## src/design/apd_pkg.sv

```systemverilog
package apd_pkg;

  localparam int ALT_W    = 24;
  localparam int TIME_W   = 32;
  localparam int H_W      = 25;
  localparam int MARGIN_W = 23;
  localparam int THR_W    = 8;
  localparam int SCORE_OW = 8;
  localparam int IN_W     = 64;
  localparam int OUT_W    = 120;
  localparam int DATA_W   = 32;
  localparam int ADDR_W   = 4;

  localparam logic signed [H_W-1:0] H_MIN = 25'h1000000;
  localparam logic signed [H_W-1:0] H_MAX = 25'h0FFFFFF;
  localparam logic [THR_W-1:0] THR_RESET = 8'd70;

  typedef enum logic [1:0] {
    REG_GROUND,
    REG_MARGIN,
    REG_THRESH,
    REG_MODE
  } apd_reg_t;

  typedef enum logic [2:0] {
    ST_IDLE,
    ST_CALC,
    ST_UPDATE,
    ST_SCAN,
    ST_DECIDE
  } apd_state_t;

  typedef struct packed {
    logic signed [ALT_W-1:0] ground;
    logic [MARGIN_W-1:0]     margin;
    logic [THR_W-1:0]        threshold;
    logic                    level_mode;
  } apd_cfg_t;

  typedef struct packed {
    logic capture;     // take the input request
    logic calc;        // form relative height
    logic update;      // shift window, track peak and lowest
    logic scan;        // one pair comparison
    logic first;       // pair is the first of its stride
    logic stride_end;  // pair is the last of its stride
    logic decide;      // form cues and load result register
  } apd_cmd_t;

endpackage

```

## src/design/apd_cfg.sv

```systemverilog
module apd_cfg (
  input  logic                        clk,
  input  logic                        rst_n,
  input  logic                        psel,
  input  logic                        penable,
  input  logic                        pwrite,
  input  logic [apd_pkg::ADDR_W-1:0]  paddr,
  input  logic [apd_pkg::DATA_W-1:0]  pwdata,
  output logic [apd_pkg::DATA_W-1:0]  prdata,
  output apd_pkg::apd_cfg_t           cfg
);
  import apd_pkg::*;

  apd_cfg_t cfg_r;
  apd_reg_t idx;
  logic     wr_en;

  assign idx   = apd_reg_t'(paddr[3:2]);
  assign wr_en = psel & penable & pwrite;
  assign cfg   = cfg_r;

  always_ff @(posedge clk) begin
    if (!rst_n) begin
      cfg_r.ground     <= '0;
      cfg_r.margin     <= '0;
      cfg_r.threshold  <= THR_RESET;
      cfg_r.level_mode <= 1'b0;
    end else if (wr_en) begin
      unique case (idx)
        REG_GROUND: cfg_r.ground     <= pwdata[ALT_W-1:0];
        REG_MARGIN: cfg_r.margin     <= pwdata[MARGIN_W-1:0];
        REG_THRESH: cfg_r.threshold  <= pwdata[THR_W-1:0];
        REG_MODE:   cfg_r.level_mode <= pwdata[0];
        default: ;
      endcase
    end
  end

  always_comb begin
    unique case (idx)
      REG_GROUND: prdata = DATA_W'(cfg_r.ground);
      REG_MARGIN: prdata = DATA_W'(cfg_r.margin);
      REG_THRESH: prdata = DATA_W'(cfg_r.threshold);
      REG_MODE:   prdata = DATA_W'(cfg_r.level_mode);
      default:    prdata = '0;
    endcase
  end

endmodule

```

## src/design/apd_ctrl.sv

```systemverilog
module apd_ctrl #(
  parameter int WINDOW = 8,
  parameter int IDX_W  = 3
) (
  input  logic              clk,
  input  logic              rst_n,
  input  logic              in_tvalid,
  output logic              in_tready,
  output logic              out_tvalid,
  input  logic              out_tready,
  output apd_pkg::apd_cmd_t cmd,
  output logic [IDX_W-1:0]  stride,
  output logic [IDX_W-1:0]  rd_idx
);
  import apd_pkg::*;

  localparam logic [IDX_W-1:0] TOP_IDX = IDX_W'(WINDOW - 1);

  apd_state_t       state_r, state_nxt;
  logic [IDX_W-1:0] s_r, s_nxt;
  logic [IDX_W-1:0] j_r, j_nxt;
  logic             out_valid_r, out_valid_nxt;
  logic             last_pair;
  logic             out_free;

  // next j would be j-s; it has a partner only while j >= 2s
  assign last_pair = {1'b0, j_r} < {s_r, 1'b0};
  assign out_free  = !out_valid_r || out_tready;
  assign stride    = s_r;
  assign rd_idx    = j_r - s_r;
  assign out_tvalid = out_valid_r;

  always_comb begin
    state_nxt = state_r;
    unique case (state_r)
      ST_IDLE:   if (in_tvalid) state_nxt = ST_CALC;
      ST_CALC:   state_nxt = ST_UPDATE;
      ST_UPDATE: state_nxt = ST_SCAN;
      ST_SCAN:   if (last_pair && s_r == TOP_IDX) state_nxt = ST_DECIDE;
      ST_DECIDE: if (out_free) state_nxt = ST_IDLE;
      default:   state_nxt = ST_IDLE;
    endcase
  end

  always_comb begin
    cmd        = '0;
    in_tready  = 1'b0;
    unique case (state_r)
      ST_IDLE: begin
        in_tready   = 1'b1;
        cmd.capture = in_tvalid;
      end
      ST_CALC:   cmd.calc = 1'b1;
      ST_UPDATE: cmd.update = 1'b1;
      ST_SCAN: begin
        cmd.scan       = 1'b1;
        cmd.first      = (j_r == TOP_IDX);
        cmd.stride_end = last_pair;
      end
      ST_DECIDE: cmd.decide = out_free;
      default: ;
    endcase
  end

  always_comb begin
    s_nxt = s_r;
    j_nxt = j_r;
    if (state_r == ST_UPDATE) begin
      s_nxt = IDX_W'(1);
      j_nxt = TOP_IDX;
    end else if (state_r == ST_SCAN) begin
      if (last_pair) begin
        s_nxt = s_r + IDX_W'(1);
        j_nxt = TOP_IDX;
      end else begin
        j_nxt = j_r - s_r;
      end
    end
    out_valid_nxt = out_valid_r;
    if (cmd.decide) out_valid_nxt = 1'b1;
    else if (out_tready) out_valid_nxt = 1'b0;
  end

  always_ff @(posedge clk) begin
    if (!rst_n) begin
      state_r     <= ST_IDLE;
      s_r         <= '0;
      j_r         <= '0;
      out_valid_r <= 1'b0;
    end else begin
      state_r     <= state_nxt;
      s_r         <= s_nxt;
      j_r         <= j_nxt;
      out_valid_r <= out_valid_nxt;
    end
  end

endmodule

```

## src/design/apd_datapath.sv

```systemverilog
module apd_datapath #(
  parameter int WINDOW = 8,
  parameter int IDX_W  = 3
) (
  input  logic                              clk,
  input  logic                              rst_n,
  input  apd_pkg::apd_cmd_t                 cmd,
  input  logic [IDX_W-1:0]                  stride,
  input  logic [IDX_W-1:0]                  rd_idx,
  input  apd_pkg::apd_cfg_t                 cfg,
  input  logic signed [apd_pkg::ALT_W-1:0]  altitude_cm,
  input  logic [apd_pkg::TIME_W-1:0]        time_us,
  input  logic                              external_flag,
  output logic [apd_pkg::OUT_W-1:0]         result
);
  import apd_pkg::*;

  localparam int SCORE_MAX = (WINDOW - 1) * WINDOW * (2 * WINDOW - 1) / 6;
  localparam int SCORE_W   = $clog2(SCORE_MAX + 1);
  localparam int CMP_W     = (SCORE_W > THR_W) ? SCORE_W : THR_W;
  localparam int BW        = H_W + 2;
  localparam logic [CMP_W-1:0] SAT = CMP_W'((1 << SCORE_OW) - 1);

  logic signed [ALT_W-1:0] alt_r;
  logic [TIME_W-1:0]       time_r;
  logic                    flag_r;
  logic signed [H_W-1:0]   h_r;
  logic signed [H_W-1:0]   win_r [WINDOW];
  logic signed [H_W-1:0]   peak_r;
  logic [TIME_W-1:0]       ptime_r;
  logic signed [H_W-1:0]   low_r;
  logic signed [H_W-1:0]   prev_r;
  logic                    ok_r;
  logic                    alpha_r;
  logic                    fired_r;
  logic [SCORE_W-1:0]      score_r;
  logic [OUT_W-1:0]        result_r;

  logic signed [H_W-1:0]   h_nxt;
  logic signed [H_W-1:0]   cmp_a, cmp_b;
  logic                    ok_acc;
  logic [IDX_W-1:0]        wdist;
  logic [2*IDX_W-1:0]      wsq;
  logic signed [BW-1:0]    limit;
  logic                    beta;
  logic [CMP_W-1:0]        score_ext;
  logic                    cue;
  logic                    apogee;
  logic [SCORE_OW-1:0]     score_out;

  assign h_nxt  = H_W'(alt_r) - H_W'(cfg.ground);

  // each stride opens at the oldest entry; later pairs chain through prev_r
  assign cmp_a  = cmd.first ? win_r[WINDOW-1] : prev_r;
  assign cmp_b  = win_r[rd_idx];
  assign ok_acc = (cmd.first | ok_r) & (cmp_a > cmp_b);
  assign wdist  = IDX_W'(WINDOW) - stride;
  assign wsq    = (2*IDX_W)'(wdist) * (2*IDX_W)'(wdist);

  assign limit     = BW'(peak_r) - $signed(BW'(cfg.margin));
  assign beta      = BW'(h_r) < limit;
  assign score_ext = CMP_W'(score_r);
  assign cue       = alpha_r | beta | flag_r | (score_ext > CMP_W'(cfg.threshold));
  assign apogee    = cfg.level_mode ? cue : (!fired_r & cue);
  assign score_out = (score_ext > SAT) ? SAT[SCORE_OW-1:0] : score_ext[SCORE_OW-1:0];
  assign result    = result_r;

  always_ff @(posedge clk) begin
    if (cmd.capture) begin
      alt_r  <= altitude_cm;
      time_r <= time_us;
      flag_r <= external_flag;
    end
    if (cmd.calc) h_r <= h_nxt;
    if (cmd.scan) begin
      prev_r <= cmp_b;
      ok_r   <= ok_acc;
    end
    if (cmd.decide) begin
      result_r <= {1'b0, low_r, ptime_r, peak_r, apogee, score_out,
                   flag_r, beta, alpha_r, h_r};
    end
  end

  always_ff @(posedge clk) begin
    if (!rst_n) begin
      for (int k = 0; k < WINDOW; k++) win_r[k] <= '0;
      peak_r  <= H_MIN;
      ptime_r <= '0;
      low_r   <= H_MAX;
      fired_r <= 1'b0;
      score_r <= '0;
      alpha_r <= 1'b0;
    end else begin
      if (cmd.update) begin
        for (int k = WINDOW - 1; k > 0; k--) win_r[k] <= win_r[k-1];
        win_r[0] <= h_r;
        if (h_r > peak_r) begin
          peak_r  <= h_r;
          ptime_r <= time_r;
        end
        if (h_r < low_r) low_r <= h_r;
        score_r <= '0;
      end
      if (cmd.scan && cmd.stride_end) begin
        if (ok_acc) score_r <= score_r + SCORE_W'(wsq);
        if (stride == IDX_W'(1)) alpha_r <= ok_acc;
      end
      if (cmd.decide && !cfg.level_mode && cue) fired_r <= 1'b1;
    end
  end

endmodule

```

## src/design/apogee_detector_top.sv

```systemverilog
// Channel  | Dir | Handshake                      | Payload
// in_      | in  | in_tvalid / in_tready          | in_tdata: altitude, time, flag
// out_     | out | out_tvalid / out_tready        | out_tdata: height, cues, score, peak, lowest
// cfg_     | in  | cfg_psel / cfg_penable, pready | 4 registers at byte address 4*i
//
// An item passes capture, height, update, scan and decide steps; the scan makes P
// pair comparisons, P = sum over s = 1..WINDOW-1 of floor((WINDOW-1)/s) (P = 16 for
// WINDOW = 8), one window comparison a cycle through a single window read port.
// A request is taken only while the sequencer is idle; a finished result may still
// wait in the output register, the next result stalls only in its final step.
// Synchronous active-low reset clears window, peak, lowest, latch and score, and resets config and sequencer.
module apogee_detector_top #(
  parameter int WINDOW = 8
) (
  input  logic                        clk,
  input  logic                        rst_n,
  input  logic                        in_tvalid,
  output logic                        in_tready,
  // [23:0] altitude_cm, [55:24] time_us, [56] external_flag
  input  logic [apd_pkg::IN_W-1:0]    in_tdata,
  output logic                        out_tvalid,
  input  logic                        out_tready,
  // [24:0] height_cm, [25] falling_cue, [26] drop_cue, [27] trigger_cue,
  // [35:28] stride_score, [36] apogee, [61:37] peak_cm, [93:62] peak_time_us,
  // [118:94] lowest_cm
  output logic [apd_pkg::OUT_W-1:0]   out_tdata,
  input  logic                        cfg_psel,
  input  logic                        cfg_penable,
  input  logic                        cfg_pwrite,
  input  logic [apd_pkg::ADDR_W-1:0]  cfg_paddr,
  input  logic [apd_pkg::DATA_W-1:0]  cfg_pwdata,
  output logic [apd_pkg::DATA_W-1:0]  cfg_prdata,
  output logic                        cfg_pready
);
  import apd_pkg::*;

  localparam int IDX_W = $clog2(WINDOW);

  apd_cfg_t         cfg;
  apd_cmd_t         cmd;
  logic [IDX_W-1:0] stride;
  logic [IDX_W-1:0] rd_idx;

  assign cfg_pready = 1'b1;

  apd_cfg u_cfg (
    .clk     (clk),
    .rst_n   (rst_n),
    .psel    (cfg_psel),
    .penable (cfg_penable),
    .pwrite  (cfg_pwrite),
    .paddr   (cfg_paddr),
    .pwdata  (cfg_pwdata),
    .prdata  (cfg_prdata),
    .cfg     (cfg)
  );

  apd_ctrl #(.WINDOW(WINDOW), .IDX_W(IDX_W)) u_ctrl (
    .clk        (clk),
    .rst_n      (rst_n),
    .in_tvalid  (in_tvalid),
    .in_tready  (in_tready),
    .out_tvalid (out_tvalid),
    .out_tready (out_tready),
    .cmd        (cmd),
    .stride     (stride),
    .rd_idx     (rd_idx)
  );

  apd_datapath #(.WINDOW(WINDOW), .IDX_W(IDX_W)) u_dp (
    .clk           (clk),
    .rst_n         (rst_n),
    .cmd           (cmd),
    .stride        (stride),
    .rd_idx        (rd_idx),
    .cfg           (cfg),
    .altitude_cm   (in_tdata[23:0]),
    .time_us       (in_tdata[55:24]),
    .external_flag (in_tdata[56]),
    .result        (out_tdata)
  );

  a_busy_after_accept: assert property (@(posedge clk) disable iff (!rst_n)
    in_tvalid && in_tready |=> !in_tready)
    else $error("request accepted while sequencer busy");

  a_no_overwrite: assert property (@(posedge clk) disable iff (!rst_n)
    cmd.decide |-> (!out_tvalid || out_tready))
    else $error("result register overwritten before taken");

  a_one_step: assert property (@(posedge clk) disable iff (!rst_n)
    $onehot0({cmd.capture, cmd.calc, cmd.update, cmd.scan, cmd.decide}))
    else $error("more than one datapath step at once");

  a_stride_range: assert property (@(posedge clk) disable iff (!rst_n)
    cmd.scan |-> (stride != '0) && (32'(stride) < WINDOW)
      && (32'(rd_idx) + 32'(stride) < WINDOW))
    else $error("scan pair outside window");

endmodule
```

## config.mk

```make
export PLATFORM = sky130hd
export DESIGN_NAME = apogee_detector_top
export DESIGN_NICKNAME = d
export VERILOG_FILES = /design/src/design/apd_pkg.sv /design/src/design/apd_cfg.sv /design/src/design/apd_ctrl.sv /design/src/design/apd_datapath.sv /design/src/design/apogee_detector_top.sv
export SDC_FILE = /design/constraint.sdc
export NUM_CORES = 1
export LEC_CHECK = 0
export BUFFER_PORTS_ARGS = -buffer_cell sky130_fd_sc_hd__buf_2
export CAP_MARGIN = 25
export CORE_MARGIN = 1.5
export CORE_UTILIZATION = 40
export CTS_BUF_LIST = sky130_fd_sc_hd__clkbuf_16
export CTS_CLUSTER_DIAMETER = 40
export DETAILED_ROUTE_END_ITERATION = 8
export PLACE_DENSITY = 0.64
export SETUP_SLACK_MARGIN = 0.02
export SLEW_MARGIN = 20
export SYNTH_ARGS = -nofsm -noshare
export SYNTH_HDL_FRONTEND = slang
export SYNTH_SLANG_ARGS = --single-unit
export TNS_END_PERCENT = 1
```

## constraint.sdc

```tcl
create_clock -name clk -period 13.45 [get_ports clk]
set_clock_uncertainty 0.1 [all_clocks]
set_input_delay 0.6725 -clock clk [delete_from_list [all_inputs] [get_ports clk]]
set_output_delay 0.6725 -clock clk [all_outputs]
set_load 0.01 [all_outputs]
```

## After elaboration in Yosys (flattened, before gate mapping)

Memory sizes are Yosys's and may differ from the RTL's.
Index checks and enable logic that the tools add are counted.
Widths: inputs -> output; s select.

- Register bits after elaboration: 385
- Bits in latches: 0
- RAM bits: 200
- Bits in read-only memories: 0
- Input port bits: 107
- Output and inout bits: 155
- Logic and storage cells: 128
- Memories kept: 1

- $add $sub $neg: 6
- $mul: 1
- Div/mod/pow operators: 0
- Magnitude comparators: 7
- Equal/unequal tests: 13
- Shift operators: 0
- Multiplexer cells: 36
- Bitwise operators: 17
- Reduce and logical (&&, ||, !) cells: 24

Memories:

| name | words | width | read ports | clocked after Yosys merged registers in | write ports | line | source |
|---|---|---|---|---|---|---|---|
| u_dp.win_r | 8 | 25 | 9 | 0 | 8 | apd_datapath.sv:28 | `logic signed [H_W-1:0] win_r [WINDOW];` |

Operators by type and width:

| operator | number |
|---|---|
| $mux 25 | 9 |
| $pmux 32 s4 | 1 |
| $gt 25x25->1 | 2 |
| $lt 25x26->1 | 1 |
| $sub 25x24->26 | 1 |
| $lt 25x25->1 | 1 |
| $sub 24x24->25 | 1 |
| $mux 8 | 3 |
| $mux 3 | 7 |
| $reduce_and 2->1 | 9 |
| $mux 1 | 15 |
| $pmux 3 s5 | 1 |
| $or 1x1->1 | 12 |
| $eq 3x3->1 const B | 3 |
| $add 8x6->8 | 1 |
| $gt 8x8->1 | 1 |
| $gt 8x8->1 const B | 1 |
| $eq 3x1->1 const B | 2 |
| $eq 3x2->1 const B | 2 |
| $mul 3x3->6 | 1 |
| $reduce_bool 2->1 | 3 |
| $and 1x1->1 | 4 |
| $eq 2x2->1 const B | 2 |
| $logic_and 1x1->1 | 4 |
| other kinds (14) | 17 |

## Depth between registers and ports, before layout

- Word-level depth: 7
- Depth in mapped cells: 21
- Gate-level depth less buffers: 21

## Modules after synthesis

Synthesis repeated with hierarchy kept, for this count alone.

- Cell total of the unflattened synthesis: 2263
- Area total of the unflattened synthesis: 28066.9 µm²

By module, submodules not included:

| module | instances | cells an instance | area each (µm²) | seq. area each (µm²) |
|---|---|---|---|---|
| apd_datapath | 1 | 1897 | 24745.0 | 14664.1 |
| apd_cfg | 1 | 286 | 2595.0 | 1121.1 |
| apd_ctrl | 1 | 78 | 715.7 | 200.2 |
| apogee_detector_top | 1 | 2 | 11.3 | 0.0 |

## Least setup slack after synthesis

OpenSTA, ideal clock, no wires.

- Kind: input -> register
- From: input rst_n
- To: memory u_dp.win_r[0][0], enable pin
- Library setup time: 1.598 ns
- Data arrival time: 4.744 ns
- Required time: 11.752 ns
- Slack: 7.008 ns
- Stages on the path: 4
- Buffers on the path: 3
- Cell sequence: clkbuf_1 -> clkbuf_1 -> clkbuf_1 -> nand2_1

RTL lines:

| item | line | source |
|---|---|---|
| start: declaration | apogee_detector_top.sv:16 | `input logic rst_n,` |
| end: declaration | apd_datapath.sv:28 |  |

## Worst setup path after layout

- From: register u_ctrl.s_r[0] (netlist: u_ctrl.stride[0])
- To: register u_dp.score_r[7] (netlist: u_dp.score_ext[7])

- Cells in the longest elaborated chain, start to end: 6
- Elaborated cells on any way between the ends: 12
- Classes of those cells: add/sub (3); mul (1); order compare (2); mux (3); bitwise (1); reduce/logical (1); memory (1)

RTL lines:

| item | line | source |
|---|---|---|
| start: declaration | apd_ctrl.sv:20 | `logic [IDX_W-1:0] s_r, s_nxt;` |
| start signal: assignment | apd_ctrl.sv:92 | `s_r <= s_nxt;` |
| parallel branches: the longest is 5 deep, another holds $add 8x6->8 | n/a |  |
| $mux 8 * | apd_datapath.sv:105 | `if (cmd.scan && cmd.stride_end) begin` |
| end signal: assignment | apd_datapath.sv:106 | `if (ok_acc) score_r <= score_r + SCORE_W'(wsq);` |
| end: declaration | apd_datapath.sv:36 | `logic [SCORE_W-1:0] score_r;` |

Mark *: on every way between the ends.
A chain may end at the register's enable or synchronous reset.

==> results.sh <==
export IMPL_holdCritPathClass="in -> reg"
export IMPL_fin_crit_sh_pct=40.0
export IMPL_core_area_um2=68500
export IMPL_r2r_slack_ps=8070
export IMPL_grt_max_degree=297
export IMPL_internal_power_mw=3.70
export IMPL_crit_fanout=51
export IMPL_p_per_area_nw_per_um2=157
export IMPL_fmax_ghz=0.186
export IMPL_dr_first_iter_drc_count=1209
export IMPL_async_flop_share_pct=0
export IMPL_drv_slew=0
export IMPL_synth_ff_type="edfxtp_1"
export IMPL_synth_area_um2=27600
export IMPL_top_layer="met4"
export IMPL_met1_length_um=28500
export IMPL_fin_nets=2763
export IMPL_cts_resized=0
export IMPL_setup_tns_ps=0
export IMPL_cp_required_ps=13920
export IMPL_numCtsBuffers=85
export IMPL_io_buffers=242
export IMPL_vias_per_cell=5.34
export IMPL_finalSetupViolCount=0
export IMPL_instances_no_fill=3437
export IMPL_cp_start_kind="register"
export IMPL_p_sw_mw=1.39
export IMPL_slowest_delay_ps=650
export IMPL_ys_ff_latch=585
export IMPL_rsz0062_at_grt="no"
export IMPL_num_vias=18400
export IMPL_path_class="reg -> reg"
export IMPL_power_mw=5.09
export IMPL_die_h_um=266
export IMPL_area_growth_syn_to_layout_pct=17.7
export IMPL_overflow=0
export IMPL_max_slew_margin_pct=25.2
export IMPL_ys_warn_count=0
export IMPL_cts_setup_buffers=0
export IMPL_worstSetupEndpointType="register"
export IMPL_placedCellCount=3278
export IMPL_final_core_util_pct=47.5
export IMPL_hold_viol=0
export IMPL_multi_input_area_um2=10600
export IMPL_die_w_um=266
export IMPL_cts_sinks=585
export IMPL_grt_usage_pct=18.0
export IMPL_wl_um=64900
export IMPL_status="finished clean"
export IMPL_syn_avg_cell_area_um2=12.1
export IMPL_placed_cell_area_um2=29600
export IMPL_antenna_left=0
export IMPL_route_met3_wl_um=3500
export IMPL_place_hpwl_um=42500
export IMPL_cp_arrival_ps=5850
export IMPL_final_min_clock_period_ps=5380
export IMPL_synth_distinct_cells=71
export IMPL_cts_tree="built"
export IMPL_rows=96
export IMPL_diodes=0
export IMPL_wl_met2_um=31100
export IMPL_p_clk_share_pct=43.3
export IMPL_dieArea_um2=70700
export IMPL_critPathSlowestCell="buf_4"
export IMPL_grt_pass1_wl_um=100000
export IMPL_switching_share_pct=27.3
export IMPL_p_seq_share_pct=41.9
export IMPL_ctsLongestPathBuffers=3
export IMPL_p_leak_nw=13.4
export IMPL_clk_pin_slew_worst_paths_ps=60
export IMPL_hold_buffers=0
export IMPL_syn_num_nets=2556
export IMPL_tightest_slew_ps=1120
export IMPL_critical_path_cell_chain="ha_4 -> inv_1 -> fa_1 -> xnor2_2 -> buf_4 -> mux4_2 -> mux2i_1 -> ha_1 -> a21o_1 -> a21o_1 -> a21oi_1 -> o31ai_1 -> o21ai_0 -> o21ai_0 -> nand3b_1 -> or3_1 -> a21boi_1"
export IMPL_regArea_um2=16000
export IMPL_finalInstanceArea_um2=32500
export IMPL_drtPass1Iterations=5
export IMPL_routabilityCongestion=0.871
export IMPL_clockRootBuffer="clkbuf_16"
export IMPL_crit_buf_inv=2
export IMPL_peakVddDrop_mv=0.0900
export IMPL_filler_cell_count=6110
export IMPL_post_drt_wl_per_cell_um=18.9
export IMPL_htreeDepth=3
export IMPL_pwr_share_comb_pct=14.7
export IMPL_drc=0
export IMPL_grt_pass1_vias=18300
export IMPL_synth_seq_area_share_pct=57.9
export IMPL_maxCapViolCount=0
export IMPL_ios=262
export IMPL_drive_gt1_share_pct=19.6
export IMPL_insertion_delay_ps=640
export IMPL_cp_top_family="compound AO/OA/AOI/OAI gates"
export IMPL_postSynthCellCount=2276
export IMPL_synth_edff_count=427
export IMPL_start_util_pct=40.4
export IMPL_grt_antenna_before_repair=1
==> cells by family after synthesis <==
group	count (synthesis)	share of synthesized area (%)
xor+xnor	47	1.49
buf+inv	296	4.21
compound gates	378	9.02
simple gates	661	12.2
mux	134	7.28
other cells	2	0.0272
fa+ha+maj	173	7.92
flops	585	57.9
==> worst paths after layout <==
path	startpoint	to	cells past startpoint
max	u_ctrl.stride[0]	u_dp.score_ext[7]	17
min reg2reg	u_dp.ptime_r[26]	u_dp.result[88]	0
max reg2reg	u_ctrl.stride[0]	u_dp.score_ext[7]	17
min	in_tdata[35]	u_dp.time_r[11]	1
==> metal layers <==
metal  track usage, %  vias to the layer above
li1                 -                     8782
met1             24.1                     8962
met2             29.7                      514
met3             2.62                      110
met4             6.79                        0
met5                0                        -
==> state kept, by name (all words and copies together), names as in the netlist, 3 cells and up <==
register / count
u_cfg.cfg: 56
u_dp.peak_r: 25
u_dp.h_r: 25
u_dp.alt_r: 24
u_dp.score_ext: 8
u_dp.prev_r: 25
u_dp.ptime_r: 32
u_ctrl.j_r: 3
u_ctrl.state_r: 3
u_dp.win_r: 200
u_dp.result: 119
u_ctrl.stride: 3
u_dp.low_r: 25
u_dp.time_r: 32
==> cells in the final DEF (no fill, tap or decap), types with 7 or more instances in the layout <==
cell        synthesis  layout
o21bai_1            7       7
mux2i_1            58      58
nand2b_1           16      16
xnor2_1            33      32
o21a_1             18      18
nor2b_1            22      22
a21boi_0           53      53
inv_6               0      10
dfxtp_1           158     158
o21ai_0           103     103
buf_2               7     241
clkinvlp_4          0       7
buf_4              10      12
o211ai_1           31      31
xor2_1             14      14
clkinv_4            0      10
nand2_1           218     217
nand3_1            78      78
a21oi_1            54      54
edfxtp_1          427     427
clkbuf_16           0      85
nand4_1            20      20
and3_1            211     210
mux4_2             51      51
mux2_2             25      25
a21o_1             60      60
clkinv_1            0       7
nor3_1             11      10
nor2_1             51      51
inv_1             159     172
ha_1              170     169
==> layout make-up <==
| class | count | area share [%] |
|---|---|---|
| timing repair buffer | 257 | 4.19 |
| clock inverter | 74 | 2.38 |
| clock buffer | 85 | 6.54 |
| multi-input combinational | 1395 | 32.5 |
| inverter | 159 | 1.84 |
| tap | 882 | 3.39 |
| sequential | 585 | 49.2 |
==> power groups by stage <==
stage          logic, mW  registers, mW  clock network, mW
6_report           0.750           2.14               2.21
3_3_place_gp       0.724           2.17                  0
3_5_place_dp       0.751           2.17                  0
5_1_grt            0.836           2.15               2.32
2_1_floorplan      0.571           2.14                  0
4_1_cts            0.756           2.14               2.25
==> stage by stage <==
stage	worst slack, ps	hold WS [ps]
final	8070	104
after global routing	7750	95.0
after CTS	8020	66.8
after detailed placement	8060	314
after global placement	8150	314
after floorplan	7010	308
==> cells in the mapped netlist, types with 33 or more instances <==
cell	n	area (um^2)
nor2_1	51	191
o21ai_0	103	515
nand3_1	78	390
inv_1	159	597
nand2_1	218	818
xnor2_1	33	289
ha_1	170	2130
a21o_1	60	450
and3_1	211	1320
clkbuf_1	113	424
mux2i_1	58	581
dfxtp_1	158	3160
mux4_2	51	1150
edfxtp_1	427	12800
a21boi_0	53	398
a21oi_1	54	270
No activity file was read; power rests on OpenSTA's default activity.
